`src/hw/rtl/dupd_pkg.sv`:
```
`timescale 1ns / 1ps
package dupd_pkg;

  localparam int FifoDepth = 4;
  localparam int FifoAw    = $clog2(FifoDepth);
  localparam int FifoCntW  = FifoAw + 1;

  localparam logic [7:0] CharSpace   = 8'h20;
  localparam logic [7:0] CharPlus    = 8'h2b;
  localparam logic [7:0] CharMinus   = 8'h2d;
  localparam logic [7:0] CharSlash   = 8'h2f;
  localparam logic [7:0] CharPercent = 8'h25;
  localparam logic [7:0] CharPad     = 8'h3d;
  localparam logic [7:0] CharTab     = 8'h09;
  localparam logic [7:0] CharCr      = 8'h0d;

  // one queue entry: all results caused by one input character
  typedef struct packed {
    logic [23:0] data;
    logic [1:0]  last_idx;
    logic        byte_valid;
    logic        decode_error;
    logic        is_last;
  } dupd_entry_t;

  typedef struct packed {
    logic       ok;
    logic [5:0] value;
  } dupd_sextet_t;

  typedef struct packed {
    logic       ok;
    logic [3:0] value;
  } dupd_hex_t;

  function automatic dupd_sextet_t sextet_of(input logic [7:0] c);
    dupd_sextet_t r;
    r.ok    = 1'b1;
    r.value = 6'd0;
    if (c == CharPlus) begin
      r.value = 6'd62;
    end else if (c == CharSlash) begin
      r.value = 6'd63;
    end else if (c == CharPad) begin
      r.value = 6'd0;
    end else if (c >= 8'h30 && c <= 8'h39) begin
      r.value = 6'(c + 8'd4);
    end else if (c >= 8'h41 && c <= 8'h5a) begin
      r.value = 6'(c - 8'd65);
    end else if (c >= 8'h61 && c <= 8'h7a) begin
      r.value = 6'(c - 8'd71);
    end else begin
      r.ok = 1'b0;
    end
    return r;
  endfunction

  function automatic dupd_hex_t hex_of(input logic [7:0] c);
    dupd_hex_t r;
    r.ok    = 1'b1;
    r.value = 4'd0;
    if (c >= 8'h30 && c <= 8'h39) begin
      r.value = 4'(c - 8'h30);
    end else if (c >= 8'h41 && c <= 8'h46) begin
      r.value = 4'(c - 8'h41 + 8'd10);
    end else if (c >= 8'h61 && c <= 8'h66) begin
      r.value = 4'(c - 8'h61 + 8'd10);
    end else begin
      r.ok = 1'b0;
    end
    return r;
  endfunction

  function automatic logic is_space(input logic [7:0] c);
    return (c == CharSpace) || (c >= CharTab && c <= CharCr);
  endfunction

endpackage

```
`src/hw/rtl/dupd_front.sv`:
```
`timescale 1ns / 1ps
module dupd_front import dupd_pkg::*; (
  input  logic        clk_i,
  input  logic        rst_ni,
  input  logic        cfg_we_i,
  input  logic        cfg_wdata_i,
  input  logic        in_valid_i,
  output logic        in_ready_o,
  input  logic [7:0]  in_char_i,
  input  logic        is_final_i,
  output logic        push_valid_o,
  input  logic        push_ready_i,
  output dupd_entry_t push_entry_o
);

  localparam logic [1:0] EscIdle = 2'd0;
  localparam logic [1:0] EscLead = 2'd1;
  localparam logic [1:0] EscHex  = 2'd2;
  localparam logic [1:0] EscSign = 2'd3;

  localparam logic [3:0] LeadNone  = 4'd0;
  localparam logic [3:0] LeadPlus  = 4'd1;
  localparam logic [3:0] LeadMinus = 4'd2;

  logic        mode_q;
  logic [17:0] acc_q, acc_d;
  logic [1:0]  gc_q, gc_d;
  logic [1:0]  pad_q, pad_d, pad_new;
  logic        err_q, err_d;
  logic [1:0]  phase_q, phase_d;
  logic [3:0]  hn_q, hn_d;
  logic        stop_q, stop_d;

  logic         accept;
  logic         has_res;
  dupd_entry_t  entry;
  dupd_sextet_t sx;
  dupd_hex_t    hx;
  logic [7:0]   esc_val;

  assign accept     = in_valid_i && in_ready_o;
  assign in_ready_o = push_ready_i;

  always_comb begin
    sx = sextet_of(in_char_i);
    hx = hex_of(in_char_i);

    if (phase_q == EscHex) begin
      esc_val = hx.ok ? {hn_q, hx.value} : {4'd0, hn_q};
    end else if (!hx.ok || hn_q == LeadNone) begin
      esc_val = 8'd0;
    end else if (hn_q == LeadMinus) begin
      esc_val = 8'd0 - {4'd0, hx.value};
    end else begin
      esc_val = {4'd0, hx.value};
    end

    acc_d   = acc_q;
    gc_d    = gc_q;
    pad_d   = pad_q;
    err_d   = err_q;
    phase_d = phase_q;
    hn_d    = hn_q;
    stop_d  = stop_q;
    pad_new = pad_q;
    has_res = 1'b0;
    entry   = '0;

    if (mode_q) begin
      if (!err_q && in_char_i != CharSpace) begin
        if (!sx.ok) begin
          err_d              = 1'b1;
          has_res            = 1'b1;
          entry.decode_error = 1'b1;
        end else begin
          if (in_char_i == CharPad && pad_q != 2'd3) begin
            pad_new = pad_q + 2'd1;
          end
          pad_d = pad_new;
          if (gc_q != 2'd3) begin
            acc_d = {acc_q[11:0], sx.value};
            gc_d  = gc_q + 2'd1;
          end else begin
            // group complete: three bytes less one per pad
            acc_d = '0;
            gc_d  = 2'd0;
            pad_d = 2'd0;
            if (pad_new != 2'd3) begin
              has_res          = 1'b1;
              entry.data       = {acc_q, sx.value};
              entry.last_idx   = 2'd2 - pad_new;
              entry.byte_valid = 1'b1;
            end
          end
        end
      end
      if (is_final_i) begin
        if (has_res) begin
          entry.is_last = 1'b1;
        end else begin
          has_res            = 1'b1;
          entry.decode_error = err_d || (gc_d != 2'd0);
          entry.is_last      = 1'b1;
        end
      end
    end else begin
      case (phase_q)
        EscIdle: begin
          if (!stop_q) begin
            if (in_char_i == CharSlash) begin
              stop_d = 1'b1;
            end else if (in_char_i == CharPercent) begin
              phase_d = EscLead;
              if (is_final_i) begin
                has_res          = 1'b1;
                entry.byte_valid = 1'b1;
              end
            end else begin
              has_res          = 1'b1;
              entry.byte_valid = 1'b1;
              entry.data       = {in_char_i, 16'd0};
            end
          end
        end
        EscLead: begin
          if (hx.ok) begin
            phase_d = EscHex;
            hn_d    = hx.value;
          end else begin
            phase_d = EscSign;
            if (is_space(in_char_i) || in_char_i == CharPlus) begin
              hn_d = LeadPlus;
            end else if (in_char_i == CharMinus) begin
              hn_d = LeadMinus;
            end else begin
              hn_d = LeadNone;
            end
          end
          if (is_final_i) begin
            has_res          = 1'b1;
            entry.byte_valid = 1'b1;
            entry.data       = {(hx.ok ? {4'd0, hx.value} : 8'd0), 16'd0};
          end
        end
        default: begin
          has_res          = 1'b1;
          entry.byte_valid = 1'b1;
          entry.data       = {esc_val, 16'd0};
          phase_d          = EscIdle;
          hn_d             = 4'd0;
        end
      endcase
      if (is_final_i) begin
        has_res       = 1'b1;
        entry.is_last = 1'b1;
      end
    end

    // end of stream clears the stream state of both modes
    if (is_final_i) begin
      acc_d   = '0;
      gc_d    = 2'd0;
      pad_d   = 2'd0;
      err_d   = 1'b0;
      phase_d = EscIdle;
      hn_d    = 4'd0;
      stop_d  = 1'b0;
    end
  end

  assign push_valid_o = in_valid_i && has_res;
  assign push_entry_o = entry;

  always_ff @(posedge clk_i or negedge rst_ni) begin
    if (!rst_ni) begin
      mode_q  <= 1'b0;
      acc_q   <= '0;
      gc_q    <= 2'd0;
      pad_q   <= 2'd0;
      err_q   <= 1'b0;
      phase_q <= EscIdle;
      hn_q    <= 4'd0;
      stop_q  <= 1'b0;
    end else begin
      if (cfg_we_i) begin
        mode_q <= cfg_wdata_i;
      end
      if (accept) begin
        acc_q   <= acc_d;
        gc_q    <= gc_d;
        pad_q   <= pad_d;
        err_q   <= err_d;
        phase_q <= phase_d;
        hn_q    <= hn_d;
        stop_q  <= stop_d;
      end
    end
  end

endmodule

```
`src/hw/rtl/dupd_fifo.sv`:
```
`timescale 1ns / 1ps
module dupd_fifo import dupd_pkg::*; (
  input  logic        clk_i,
  input  logic        rst_ni,
  input  logic        in_valid_i,
  output logic        in_ready_o,
  input  dupd_entry_t in_entry_i,
  output logic        out_valid_o,
  input  logic        out_ready_i,
  output dupd_entry_t out_entry_o
);

  dupd_entry_t         mem_q [FifoDepth];
  logic [FifoAw-1:0]   wr_ptr_q, rd_ptr_q;
  logic [FifoCntW-1:0] cnt_q;
  logic                push, pop;

  assign in_ready_o  = cnt_q != FifoCntW'(FifoDepth);
  assign out_valid_o = cnt_q != '0;
  assign out_entry_o = mem_q[rd_ptr_q];
  assign push        = in_valid_i && in_ready_o;
  assign pop         = out_valid_o && out_ready_i;

  always_ff @(posedge clk_i) begin
    if (push) begin
      mem_q[wr_ptr_q] <= in_entry_i;
    end
  end

  always_ff @(posedge clk_i or negedge rst_ni) begin
    if (!rst_ni) begin
      wr_ptr_q <= '0;
      rd_ptr_q <= '0;
      cnt_q    <= '0;
    end else begin
      if (push) begin
        wr_ptr_q <= wr_ptr_q + FifoAw'(1);
      end
      if (pop) begin
        rd_ptr_q <= rd_ptr_q + FifoAw'(1);
      end
      if (push && !pop) begin
        cnt_q <= cnt_q + FifoCntW'(1);
      end else if (pop && !push) begin
        cnt_q <= cnt_q - FifoCntW'(1);
      end
    end
  end

endmodule

```
`src/hw/rtl/dupd_back.sv`:
```
`timescale 1ns / 1ps
module dupd_back import dupd_pkg::*; (
  input  logic        clk_i,
  input  logic        rst_ni,
  input  logic        in_valid_i,
  output logic        in_ready_o,
  input  dupd_entry_t in_entry_i,
  output logic        out_valid_o,
  input  logic        out_ready_i,
  output logic [7:0]  out_byte_o,
  output logic        byte_valid_o,
  output logic        decode_error_o,
  output logic        is_last_o
);

  logic [1:0] idx_q;
  logic       valid_q;
  logic [7:0] byte_q;
  logic       bv_q, err_q, last_q;
  logic       load, at_end;
  logic [7:0] sel_byte;

  assign load       = in_valid_i && (!valid_q || out_ready_i);
  assign at_end     = idx_q == in_entry_i.last_idx;
  assign in_ready_o = load && at_end;

  always_comb begin
    case (idx_q)
      2'd0:    sel_byte = in_entry_i.data[23:16];
      2'd1:    sel_byte = in_entry_i.data[15:8];
      default: sel_byte = in_entry_i.data[7:0];
    endcase
  end

  always_ff @(posedge clk_i) begin
    if (load) begin
      byte_q <= sel_byte;
      bv_q   <= in_entry_i.byte_valid;
      err_q  <= in_entry_i.decode_error;
      last_q <= in_entry_i.is_last && at_end;
    end
  end

  always_ff @(posedge clk_i or negedge rst_ni) begin
    if (!rst_ni) begin
      valid_q <= 1'b0;
      idx_q   <= 2'd0;
    end else begin
      if (load) begin
        valid_q <= 1'b1;
        idx_q   <= at_end ? 2'd0 : idx_q + 2'd1;
      end else if (out_ready_i) begin
        valid_q <= 1'b0;
      end
    end
  end

  assign out_valid_o    = valid_q;
  assign out_byte_o     = byte_q;
  assign byte_valid_o   = bv_q;
  assign decode_error_o = err_q;
  assign is_last_o      = last_q;

endmodule

```
`src/hw/rtl/data_uri_payload_decoder_top.sv`:
```
// path: a combinational front end, the queue, then the registered output stage
// throughput: one input word per cycle while the queue is not full, one result
//   word per cycle while out_ready_i is high; the four-entry queue between the
//   character classifier and the byte emitter absorbs bursts, and a base64 group
//   (up to three bytes) drains at one byte per cycle while out_ready_i is high
// reset: rst_ni asynchronous active low clears the mode to percent decoding and
//   all stream state; the queue and output stage come up empty
`timescale 1ns / 1ps
module data_uri_payload_decoder_top import dupd_pkg::*; (
  input  logic       clk_i,
  input  logic       rst_ni,
  input  logic       cfg_we_i,
  input  logic       cfg_wdata_i,
  input  logic       in_valid_i,
  output logic       in_ready_o,
  input  logic [7:0] in_char_i,
  input  logic       is_final_i,
  output logic       out_valid_o,
  input  logic       out_ready_i,
  output logic [7:0] out_byte_o,
  output logic       byte_valid_o,
  output logic       decode_error_o,
  output logic       is_last_o
);

  logic        push_valid, push_ready;
  dupd_entry_t push_entry;
  logic        head_valid, head_ready;
  dupd_entry_t head_entry;

  dupd_front u_front (
    .clk_i        (clk_i),
    .rst_ni       (rst_ni),
    .cfg_we_i     (cfg_we_i),
    .cfg_wdata_i  (cfg_wdata_i),
    .in_valid_i   (in_valid_i),
    .in_ready_o   (in_ready_o),
    .in_char_i    (in_char_i),
    .is_final_i   (is_final_i),
    .push_valid_o (push_valid),
    .push_ready_i (push_ready),
    .push_entry_o (push_entry)
  );

  dupd_fifo u_fifo (
    .clk_i       (clk_i),
    .rst_ni      (rst_ni),
    .in_valid_i  (push_valid),
    .in_ready_o  (push_ready),
    .in_entry_i  (push_entry),
    .out_valid_o (head_valid),
    .out_ready_i (head_ready),
    .out_entry_o (head_entry)
  );

  dupd_back u_back (
    .clk_i          (clk_i),
    .rst_ni         (rst_ni),
    .in_valid_i     (head_valid),
    .in_ready_o     (head_ready),
    .in_entry_i     (head_entry),
    .out_valid_o    (out_valid_o),
    .out_ready_i    (out_ready_i),
    .out_byte_o     (out_byte_o),
    .byte_valid_o   (byte_valid_o),
    .decode_error_o (decode_error_o),
    .is_last_o      (is_last_o)
  );

endmodule

```
`config.mk`:
```
export PLATFORM = sky130hd
export DESIGN_NAME = data_uri_payload_decoder_top
export DESIGN_NICKNAME = d
export VERILOG_FILES = /design/src/hw/rtl/dupd_pkg.sv /design/src/hw/rtl/dupd_front.sv /design/src/hw/rtl/dupd_fifo.sv /design/src/hw/rtl/dupd_back.sv /design/src/hw/rtl/data_uri_payload_decoder_top.sv
export SDC_FILE = /design/constraint.sdc
export NUM_CORES = 1
export LEC_CHECK = 0
export BUFFER_PORTS_ARGS = -buffer_cell sky130_fd_sc_hd__buf_2
export CORE_MARGIN = 3
export CORE_UTILIZATION = 56
export CTS_CLUSTER_SIZE = 30
export DETAILED_ROUTE_END_ITERATION = 6
export PLACE_DENSITY = 0.81
export SLEW_MARGIN = 15
export SYNTH_ARGS = -nofsm -noshare
export SYNTH_HDL_FRONTEND = slang
export SYNTH_HIERARCHICAL = 1
export SYNTH_SLANG_ARGS = --single-unit
```
`constraint.sdc`:
```
create_clock -name clk_i -period 2.9 [get_ports clk_i]
set_input_delay 0 -clock clk_i [delete_from_list [all_inputs] [get_ports clk_i]]
set_output_delay 0 -clock clk_i [all_outputs]
set_load 0.02 [all_outputs]
```
======== Yosys cells after proc, flatten, opt, wreduce, memory -nomap -nowiden ========
Memories as Yosys holds them, arrays and structs flattened.
Cells that the tools add are included.
word-level totals
  output and inout port bits .............. 13
  memories ................................ 1
  flip-flop bits (word level) ............. 52
  RAM bits ................................ 116
cells by class
  reduce and logical (&&, ||, !) cells .... 43
  equal/unequal tests ..................... 21
  $lt $le $gt $ge ......................... 10
  multiplexer cells ....................... 108
  add/sub/neg operators ................... 16
memories
  memory        depth  width  read ports  clocked after Yosys merged registers in  wr ports  RTL line         text
  u_fifo.mem_q  4      29     1           0                                        1         dupd_fifo.sv:13  dupd_entry_t mem_q [FifoDepth];
operator list
  kind                                                                   count
  24-bit 2-to-1 mux                                                      5
  18-bit 2-to-1 mux                                                      5
  27-bit 2-to-1 mux                                                      3
  8-bit by 6-bit == test with 1-bit output, second input constant        6
  2-bit 2-to-1 mux                                                       24
  24-bit one-hot mux with 2 select lines                                 1
  1-bit 2-to-1 mux                                                       44
  6-bit 2-to-1 mux                                                       6
  8-bit by 7-bit <= comparator with 1-bit output, second input constant  4
  4-bit 2-to-1 mux                                                       8
  8-bit 2-to-1 mux                                                       4
  28-bit 2-to-1 mux                                                      1
  1-bit logical AND                                                      17
  8-bit by 7-bit >= comparator with 1-bit output, second input constant  2
  8-bit one-hot mux with 2 select lines                                  1
  2-bit nonzero test                                                     7
  2-bit by 1-bit adder with 2-bit output, second input constant          5
  2-bit != test, second input constant                                   5
  3-bit != test, second input constant                                   3
  4-bit adder, second input constant                                     2
  8-bit by 4-bit >= comparator with 1-bit output, second input constant  1
  8-bit by 6-bit >= comparator with 1-bit output, second input constant  1
  8-bit by 4-bit <= comparator with 1-bit output, second input constant  1
  8-bit by 6-bit <= comparator with 1-bit output, second input constant  1
  27 further kinds                                                       41

======== Logic depth before layout (Yosys ltp) ========
  depth in word-level cells ............... 25
  gate-level depth with buffers ........... 19
  gate-level depth less buffers ........... 16

======== Cells and area by module ========
The synthesis kept the hierarchy.
by module, submodules not included
  module      area an instance (um^2)  instances  seq. area each (um^2)  cells an instance
  dupd_fifo   4599.4                   1          3658.5                 186
  dupd_front  3001.6                   1          775.7                  374
  dupd_back   684.4                    1          405.4                  61

======== Worst setup path before layout ========
No wires, ideal clock.
  kind .................................... input port to flip-flop
  start point ............................. input in_char_i[1]
  end point ............................... register u_fifo.cnt_q[1]
  data required time ...................... 2.775 ns
  stages .................................. 15
  data arrival time ....................... 3.041 ns
  slack ................................... -0.265 ns
  path buffers ............................ 1
  setup time .............................. 0.125 ns
  cells stage by stage .................... clkbuf_1 > inv_1 > ha_1 > and2_1 > nand4_1 > or4b_1 > o211a_1 > nor2_1 > nor2_1 > o31a_1 > a21boi_2 > ha_1 > inv_1 > fa_1 > mux2_2
between the ends
  cells in the longest elaborated chain, start to end .. 19
RTL lines
  what                                                                                     RTL line                            text
  start, declared                                                                          data_uri_payload_decoder_top.sv:16  input logic [7:0] in_char_i,
  branches (longest 13 deep; another with 8-bit by 7-bit >= comparator with 1-bit output)  --
  1-bit 2-to-1 mux *                                                                       dupd_front.sv:69                    if (mode_q) begin
  1-bit logical AND *                                                                      dupd_front.sv:171                   assign push_valid_o = in_valid_i && has_res;
  via push_valid                                                                           data_uri_payload_decoder_top.sv:26  logic push_valid, push_ready;
  1-bit logical AND *                                                                      dupd_fifo.sv:21                     assign push = in_valid_i && in_ready_o;
  via u_fifo.push                                                                          dupd_fifo.sv:16                     logic push, pop;
  1-bit zero test                                                                          dupd_fifo.sv:44                     end else if (pop && !push) begin
  1-bit logical AND                                                                        dupd_fifo.sv:44
  2-bit nonzero test (no line)                                                             --
  end signal, assigned                                                                     dupd_fifo.sv:43                     cnt_q <= cnt_q + FifoCntW'(1);
  end signal, assigned                                                                     dupd_fifo.sv:45                     cnt_q <= cnt_q - FifoCntW'(1);
  end, declared                                                                            dupd_fifo.sv:15                     logic [FifoCntW-1:0] cnt_q;
Mark *: on every way through the listed nets, which the timed path passes. The select of a mux whose other input is x is not followed.
A chain may end at the register's enable or synchronous reset.

======== Worst setup path in the final report ========
  start point ............................. register u_front.pad_q[0]
  end point ............................... register u_fifo.cnt_q[1]
between the ends
  cells in the longest elaborated chain, start to end .. 19
RTL lines
  what                                                                            RTL line                            text
  start, declared                                                                 dupd_front.sv:28                    logic [1:0] pad_q, pad_d, pad_new;
  start signal, assigned                                                          dupd_front.sv:191                   pad_q <= pad_d;
  branches (longest 2 deep; another with 2-bit by 1-bit adder with 2-bit output)  --
  2-bit 2-to-1 mux *                                                              dupd_front.sv:76                    if (in_char_i == CharPad && pad_q != 2'd3) begin
  2-bit 2-to-1 mux *                                                              dupd_front.sv:71                    if (!sx.ok) begin
  2-bit 2-to-1 mux *                                                              dupd_front.sv:70                    if (!err_q && in_char_i != CharSpace) begin
  2-bit 2-to-1 mux *                                                              dupd_front.sv:69
  2-bit != test *                                                                 dupd_front.sv:88                    if (pad_new != 2'd3) begin
  1-bit 2-to-1 mux *                                                              dupd_front.sv:88
  1-bit 2-to-1 mux *                                                              dupd_front.sv:80                    if (gc_q != 2'd3) begin
  [4 not listed]                                                                  --
  1-bit 2-to-1 mux *                                                              dupd_front.sv:69
  1-bit logical AND *                                                             dupd_front.sv:171
  via push_valid                                                                  data_uri_payload_decoder_top.sv:26
  1-bit logical AND *                                                             dupd_fifo.sv:21
  via u_fifo.push                                                                 dupd_fifo.sv:16
  1-bit zero test                                                                 dupd_fifo.sv:44
  1-bit logical AND                                                               dupd_fifo.sv:44
  2-bit nonzero test (no line)                                                    --
Marked as above.

==> run metrics <==
status=finished clean; Ports=28; WL final=between 20,000 and 25,000 um; CTS tree=yes; Levels on crit path=11; synth cell count leaders=edfxtp_1, nand2_1, dfrtp_1, nor2_1, mux4_2; total die area=about 0.016 mm^2; Via density=6.66; CTS clk-pin slew, worst paths=approximately 0.070 ns; clock buffer depth=2; Yosys Warn Count=6; Mapped Avg Cell Area=13.3 um^2; RSZ-0062 raised after global routing=yes; H-tree depth=4; Slew @ Worst Pin=between 1 and 1.5 ns; slew margin rel.=28.6%; leakage=around 3.8 nW; Mapped Cells=621; total grt overflow=0; largest net degree at the start of global routing=42; Worst EP arrival=3.21 ns; Max Cap Violations=0; Cell Area, Synth=0.00829 mm^2; Post-synth EDFFs=~130; vias in the first global route=6,150; VDD IR-drop max=0.531 mV; share of layout cells above drive strength 1=between 20% and 30%; clock latency on the worst-skew pair=around 0.43 ns; crit path launch type=register; worst hold-check path type=input pin to register; routability cong.=0.985; buffer and inverter count on the worst path=1; Layout area overhead=18.8%; Final Net Count=760; initial antenna violation count=0; syn nets=657; Vias=6,103; worst-case reg-to-reg path depth=11; final count of pins violating max slew=0; top-count cell post-synth=edfxtp_1; clock root cell=clkbuf_16; Core Region=between 0.01 and 0.015 mm^2; CP peak stage delay=0.44 ns; clock sink count=~170; Ant. Diodes=0; post-synthesis sequential area ratio=58.4%; die width=128 um; top_reg_cell synth=edfxtp_1; clk_skew=roughly 0.016 ns; Hold Slack=0.00861 ns; initial core utilization=58.6%; critical path startpoint=u_front/pad_q[0]; # port buffers=27; FF-to-FF setup slack=0.0007 ns; PD cells=819 mW/mm^2; Worst setup EP type=register; count of cell types in the netlist=between 80 and 90; DR pass1 iterations=5; Tcrit/Tclk final=between 90% and 100%; FF-to-FF End=u_fifo/cnt_q[1]; Largest delay share family, worst path=adder cells; Site Rows=43; Reg-to-Reg Start=u_front/pad_q[0]; Finish-stage setup viols=0; Max Fclk=345 MHz; post-route ant nets=0; final hold violation count=0; Crit Path Max Fanout=2; Critical Path End=u_fifo/cnt_q[1]; Synth Register Bits=about 170; initial drt markers=approximately 750; FFs w/ async S/R, synth=roughly 24%; drt wl/cell=24.0 um; top cell type's share of synthesized area=46.0%; crit-path cells=ha_4 > or4b_4 > o211a_1 > nor2_2 > nor2_1 > o31a_1 > a21boi_4 > ha_2 > inv_2 > fa_1 > mux2_4; total track usage=27.6%; die height=128 um; WP data required=3.22 ns; top post-synthesis cells by area=edfxtp_1, dfrtp_1, mux4_2; Crit Path Class=register to register; biggest area consumer among synthesized cells=edfxtp_1; first-pass GRT wire length=34,100 um; DRC violation count after routing=0; Tmin final=2.90 ns; Hold Crit Depth=4; HPWL Detailed=14,500 um; TritonCTS Buffers=17; slowest CP cell=or4b_4; total power=8.07 mW
-- through the flow --
step | cell area (um^2) | setup TNS, ns | utilization (%) | cells | setup slack (ns)
finish | 9840 | 0 | 69.6 | 917 | 0.000700
global route | 9840 | -0.190 | 69.6 | 917 | -0.116
CTS | 9790 | -0.0272 | 69.2 | 917 | -0.0272
detailed placement | 9110 | -0.0409 | 64.4 | 873 | -0.0409
global placement | 9110 | 0 | 64.4 | 873 | 0.0167
floorplan | 8310 | -0.118 | - | 621 | -0.118
-- placed cells by master (no fill, tap or decap), drive strengths merged, types with 6 or more instances in the layout --
| cell type | instances |
|---|---|
| edfxtp | 127 |
| buf | 113 |
| nand2 | 63 |
| dfrtp | 41 |
| nor2 | 37 |
| mux4 | 29 |
| inv | 26 |
| o21ai | 24 |
| ha | 20 |
| and2 | 20 |
| clkbuf | 19 |
| a21oi | 18 |
| nor3 | 17 |
| a22o | 17 |
| a22oi | 13 |
| nand3 | 10 |
| a31oi | 9 |
| xnor2 | 8 |
| nand2b | 8 |
| o221ai | 6 |
| o31ai | 6 |
-- cell type report --
| cell class | count | area, um^2 |
|---|---|---|
| Fill cell | 928 | 4310 |
| Inverter | 19 | 71.3 |
| Multi-Input combinational cell | 401 | 3260 |
| Clock inverter | 13 | 134 |
| Timing Repair Buffer | 117 | 871 |
| Tap cell | 180 | 225 |
| Clock buffer | 19 | 443 |
| Sequential cell | 168 | 4840 |
-- tightest hold or removal path, cell delays in order --
cell and delay [ns]:
buf_2 0.09, nand2_1 0.14, nand2_1 0.09, o21ai_0 0.07
-- timing repair --
item | 4_1_cts | 5_1_grt
setup buffers | 8 | 1
endpoints found under the setup margin | 1 | 122
pin swaps | 5 | 5
gates resized for setup | 3 | 7
hold endpoints to repair | 43 | 0
hold buffers | 4 | 0
-- how the worst min path moves through the flow --
stage               start                 end  slack [ns]
2_1_floorplan      rst_ni     u_back/idx_q[0]       -0.30
3_3_place_gp       rst_ni  u_back/out_valid_o        0.19
3_5_place_dp     cfg_we_i      u_front/mode_q        0.21
4_1_cts        in_valid_i     u_front/gc_q[1]       0.002
5_1_grt        is_final_i  u_fifo/mem_q[0][0]        0.04
6_report       in_valid_i     u_front/gc_q[1]       0.009
-- flip-flops by register name (all words and copies together), names as in the netlist, 3 cells and up --
| signal | count |
|---|---|
| u_front/acc_q | 18 |
| u_fifo/mem_q | 116 |
| u_front/hn_q | 4 |
| u_back/out_byte_o | 8 |
| u_fifo/cnt_q | 3 |
-- metal layers --
layer  vias up  global-route usage [%]  wire length (um)
met1      3042                    35.3              8460
met2       373                    46.7             11200
met3        77                    4.89              1540
li1       2611                       -                 -
met4         0                    12.0               844
met5         -                       0                 0
-- cell families after synthesis --
group / share of synthesized area (%)
simple gates: 12.0
flops: 58.4
fa+ha+maj: 3.26
xor+xnor: 1.37
compound gates: 12.9
mux: 8.85
buf+inv: 3.22
-- where the power goes --
group          total [mW]  switching, mW  internal [mW]
clock network        2.20          0.969           1.23
logic                2.51           1.45           1.06
registers            3.35          0.217           3.14
Power figures use the tool's default switching activity.
